`config.mk`:
```
export PLATFORM = sky130hd
export DESIGN_NAME = scet_fifo
export DESIGN_NICKNAME = d
export VERILOG_FILES = /design/src/rtl/assert_macros.svh /design/src/rtl/scet_pkg.sv /design/src/rtl/scet_fifo.sv
export SDC_FILE = /design/constraint.sdc
export NUM_CORES = 1
export LEC_CHECK = 0
export ABC_AREA = 0
export BUFFER_PORTS_ARGS = -buffer_cell sky130_fd_sc_hd__buf_4
export CAP_MARGIN = 15
export CORE_ASPECT_RATIO = 0.8
export CORE_MARGIN = 2
export CORE_UTILIZATION = 55
export DETAILED_ROUTE_END_ITERATION = 16
export GPL_TIMING_DRIVEN = 0
export PLACE_DENSITY = 0.76
export SLEW_MARGIN = 20
export SYNTH_ARGS = -nofsm -noshare
export SYNTH_HDL_FRONTEND = slang
export SYNTH_SLANG_ARGS = --single-unit
```
`constraint.sdc`:
```
create_clock -name clk -period 8.73 [get_ports clk]
set_clock_uncertainty 0.05 [all_clocks]
set_input_delay 1.3095 -clock clk [delete_from_list [all_inputs] [get_ports clk]]
set_output_delay 1.3095 -clock clk [all_outputs]
set_load 0.02 [all_outputs]
```
`src/rtl/assert_macros.svh`:
```
// Assertion macros shared by the RTL; they compile to nothing in synthesis.
`ifndef ASSERT_MACROS_SVH
`define ASSERT_MACROS_SVH
`ifndef SYNTHESIS
// Same-cycle implication, checked on every rising edge outside reset.
`define SCET_ASSERT_NOW(lbl, ante, cons) \
	lbl: assert property (@(posedge clk) disable iff (!arst_n) (ante) |-> (cons)) \
		else $error("same-cycle check failed");
// Next-cycle implication, checked on every rising edge outside reset.
`define SCET_ASSERT_NEXT(lbl, ante, cons) \
	lbl: assert property (@(posedge clk) disable iff (!arst_n) (ante) |=> (cons)) \
		else $error("next-cycle check failed");
`else
`define SCET_ASSERT_NOW(lbl, ante, cons)
`define SCET_ASSERT_NEXT(lbl, ante, cons)
`endif
`endif

```
`src/rtl/scet_pkg.sv`:
```
// Shared types and constants of the sphere contact event tracker.
`default_nettype none
package scet_pkg;

	localparam int COLLIDER_ID_W = 8;
	localparam int COORD_W       = 24;
	localparam int RADIUS_W      = 23;

	// Queue between the classifying front and the bitmap back end.
	localparam int FIFO_DEPTH = 8;
	localparam int FIFO_PTR_W = $clog2(FIFO_DEPTH);
	localparam int FIFO_CNT_W = FIFO_PTR_W + 1;

	typedef enum logic [1:0] {
		EV_NONE  = 2'd0,
		EV_ENTER = 2'd1,
		EV_STAY  = 2'd2,
		EV_EXIT  = 2'd3
	} event_kind_t;

	// One ordered pair of sphere colliders.
	typedef struct packed {
		logic [COLLIDER_ID_W-1:0] left_id;
		logic [COLLIDER_ID_W-1:0] partner_id;
		logic                     left_valid;
		logic                     right_valid;
		logic [COORD_W-1:0]       left_x;
		logic [COORD_W-1:0]       left_y;
		logic [COORD_W-1:0]       left_z;
		logic [RADIUS_W-1:0]      left_radius;
		logic [COORD_W-1:0]       right_x;
		logic [COORD_W-1:0]       right_y;
		logic [COORD_W-1:0]       right_z;
		logic [RADIUS_W-1:0]      right_radius;
	} pair_t;

	// One contact event.
	typedef struct packed {
		event_kind_t        event_kind;
		logic [COORD_W-1:0] contact_x;
		logic [COORD_W-1:0] contact_y;
		logic [COORD_W-1:0] contact_z;
	} event_t;

	// Classified pair handed from the front to the back end.
	typedef struct packed {
		logic [COLLIDER_ID_W-1:0] left_id;
		logic [COLLIDER_ID_W-1:0] partner_id;
		logic                     skip;
		logic                     hit;
		logic [COORD_W-1:0]       mid_x;
		logic [COORD_W-1:0]       mid_y;
		logic [COORD_W-1:0]       mid_z;
	} work_t;

endpackage
`default_nettype wire

```
`src/rtl/scet_fifo.sv`:
```
// Short queue of classified pairs between the front and the back end.
`default_nettype none
module scet_fifo (
	input  logic                            clk,
	input  logic                            arst_n,
	input  logic                            push,
	input  scet_pkg::work_t                 push_item,
	input  logic                            pop,
	output scet_pkg::work_t                 head,
	output logic                            empty,
	output logic [scet_pkg::FIFO_CNT_W-1:0] count
);
	import scet_pkg::*;

	work_t                 slots [FIFO_DEPTH];
	logic [FIFO_PTR_W-1:0] wr_ptr_q, rd_ptr_q;
	logic [FIFO_CNT_W-1:0] count_q;

	// Pointers and fill level.
	always_ff @(posedge clk or negedge arst_n) begin
		if (!arst_n) begin
			wr_ptr_q <= '0;
			rd_ptr_q <= '0;
			count_q  <= '0;
		end else begin
			if (push) begin
				wr_ptr_q <= wr_ptr_q + 1'b1;
			end
			if (pop) begin
				rd_ptr_q <= rd_ptr_q + 1'b1;
			end
			if (push && !pop) begin
				count_q <= count_q + 1'b1;
			end else if (pop && !push) begin
				count_q <= count_q - 1'b1;
			end
		end
	end

	// Entry storage.
	always_ff @(posedge clk) begin
		if (push) begin
			slots[wr_ptr_q] <= push_item;
		end
	end

	assign head  = slots[rd_ptr_q];
	assign empty = (count_q == '0);
	assign count = count_q;
endmodule
`default_nettype wire

```
==> out/metrics.cfg <==
[cts]
cts.path.max_buffers = 3
cts_buffers = 72
insertion_delay_ps = 600
cts.htree.levels = 3
cts_setup_buffers = 0
clock_sinks = 730
cts_tree = yes
hold_buffers = 0
ctsRootBufferMaster = clkbuf_16
cts_resized = 0
clk_pin_slew_ps = 60

[synth]
synth-adder-area-share = 0.00295
synth_commonest_cells = edfxtp_1 (720), mux4_2 (179), mux2_4 (81)
postSynthAreaPerCell_sq_um = 25.5
async_reset_ff_frac = 0.0137
synth_seq_area_share = 0.782
ys.flop_type = edfxtp_1
synth_area_leader_cell = edfxtp_1
syn-cell-area_sq_mm = 0.0280
synthMuxAreaShare = 0.194
synth_compound_area_frac = 0.00148
synth_xor_area_frac = 0.00188
syn_inst = 1099
synth_area_leaders = edfxtp_1 (77%), mux4_2 (14%), mux2_4 (4.3%)
yosysUniqueCellTypes = 30
synth_top_area_frac = 0.773
ys_warn_count = 0
synth_edf_count = 720
synthSimpleGateAreaFrac = 0.00416
synth_top_family_by_area = multiplexers
yosysMostFrequentCell = edfxtp_1
synth_seq_cells = 730
syn_nets = 1199

[placed_design]
place_hpwl_um = 35100
port_buffers = 188
placed_area_sq_mm = 0.0313
place.gp.congestion = 0.716

[layout]
final_util = 0.671
stdcell_area_sq_mm = 0.0335
drive_gt1_frac = 0.448
final_nets = 1522
area_delta_synth_final_pct = 19.9

[critical_path]
cp_top_family = buffers and inverters
worst_path_max_delay_cell = clkbuf_1
cp-end-kind = output pin
cp_num_buf_inv = 4
crit_chain = buf_2, clkbuf_1, buf_2, mux4_2, mux2_4, buf_4
cp.required_ps = 7370
slowest_delay_ps = 710
worst_setup_path_start_kind = flop
crit_path_frequent_cell = buf_2
path_class = reg -> out
cp.arrival_ps = 3400
cp_max_fo = 10
r2r_setup_slack_ps = 6350

[power]
p_per_area_mw_per_mm2 = 354
leakagePower_uw = 0.0113
ir_drop_mv = 0.230
total_power_uw = 11900

[route]
drtPass1Iterations = 5
drc = 0
viasPerCell = 5.79
drtAntennaViolNets = 0
routed-via-count = 12466
wl_per_cell_um = 25.9
routed_wl_um = 55800
drt_iter0_drc = 1040

[global_route]
overflow = 0
gr-usage-all-layers = 0.219
grt_start_max_net_pins = 22
first_global_vias = 13185
antenna_found_initial = 4
grt_pass1_wl_um = 83500

[sta]
relSlewSlack = 0.332
max_freq_mhz = 210
setup-violations-final = 0
rsz0062_at_grt = no
period_minus_slack_ps = 4760
min_period_over_period = 0.545
setup_tns_ps = 0
whs_ps = 476
tightest_slew_ps = 1000
report.final.slew_viol_count = 0
finalHoldViolations = 0

[die]
rows = 73
die_y_um = 206
die_w_um = 256
io_pins = 189
start_util = 0.560
core-area_sq_mm = 0.0500
dieArea_sq_mm = 0.0527

[flow_run]
max_cap_violations = 0

[outcome]
status = completed

[worst_hold_path]
hold_class = in -> async

## area by class of cell
cell class | count | area (sq um)
antenna | 2 | 5.00
buffer | 51 | 387
clock buffer | 89 | 1940
clock inverter | 40 | 330
fill | 3162 | 16400
inverter | 2 | 7.51
multi-input combinational | 316 | 5770
sequential | 730 | 21900
tap | 675 | 845
timing repair buffer | 249 | 2390
## worst register-to-register path, cell delays in order (launching register included)
cell and delay (ps):
dfrtp_1 400, nand2b_1 320, nor3_2 490, buf_6 240
buf_4 210, buf_6 170, buf_4 200
## cell families after synthesis
family / count (synthesis)
multiplexers: 274
buffers and inverters: 53
AND/OR/NAND/NOR: 24
flip-flops: 730
adder cells (fa/ha/maj): 6
XOR/XNOR: 6
AO/OA/AOI/OAI: 6
## power breakdown
part           total, uW  internal [uW]  switching [uW]  leakage [uW]
Combinational       4370           2190            2190       0.00356
Sequential          4510           4390             118       0.00666
Clock               2980           1730            1250       0.00111
Total              11900           8300            3560        0.0113
## per-layer routing
metal	GRT usage	routed length [um]	vias up
li1	-	-	5395
met1	0.308	23800	6559
met2	0.349	27100	413
met3	0.0519	3640	95
met4	0.0610	1310	4
met5	0	26	-
## state kept, by name (all words and copies together) (netlist names)
name,count
slots,720
wr_ptr_q,3
rd_ptr_q,3
count,4
## worst paths after layout
kind	start	endpoint	cells past startpoint
min in group clk	wr_ptr_q[1]	wr_ptr_q[1]	1
max reg2reg	wr_ptr_q[1]	slots[0][77]	6
min	arst_n	wr_ptr_q[2]	1
min reg2reg	wr_ptr_q[1]	wr_ptr_q[1]	1
max in group asynchronous	arst_n	rd_ptr_q[2]	1
max	rd_ptr_q[1]	head[18]	6
## through the flow
| step | worst slack (ps) | std cells |
|---|---|---|
| after floorplan | 534 | 1099 |
| after global placement | -5830 | 1962 |
| after detailed placement | 4510 | 2023 |
| after CTS | 3870 | 2152 |
| after global routing | 3880 | 2153 |
| final | 3970 | 2154 |
## layout by cell type (no fill, tap or decap), drive strengths merged, types with 4 or more instances in the layout
master	instances
clkinv	28
dfrtp	10
xnor2	4
bufinv	5
mux2	93
inv	6
buf	283
nor2	6
ha	5
mux4	180
nand2	6
clkbuf	106
edfxtp	720
(Power assumes the default switching activity.)
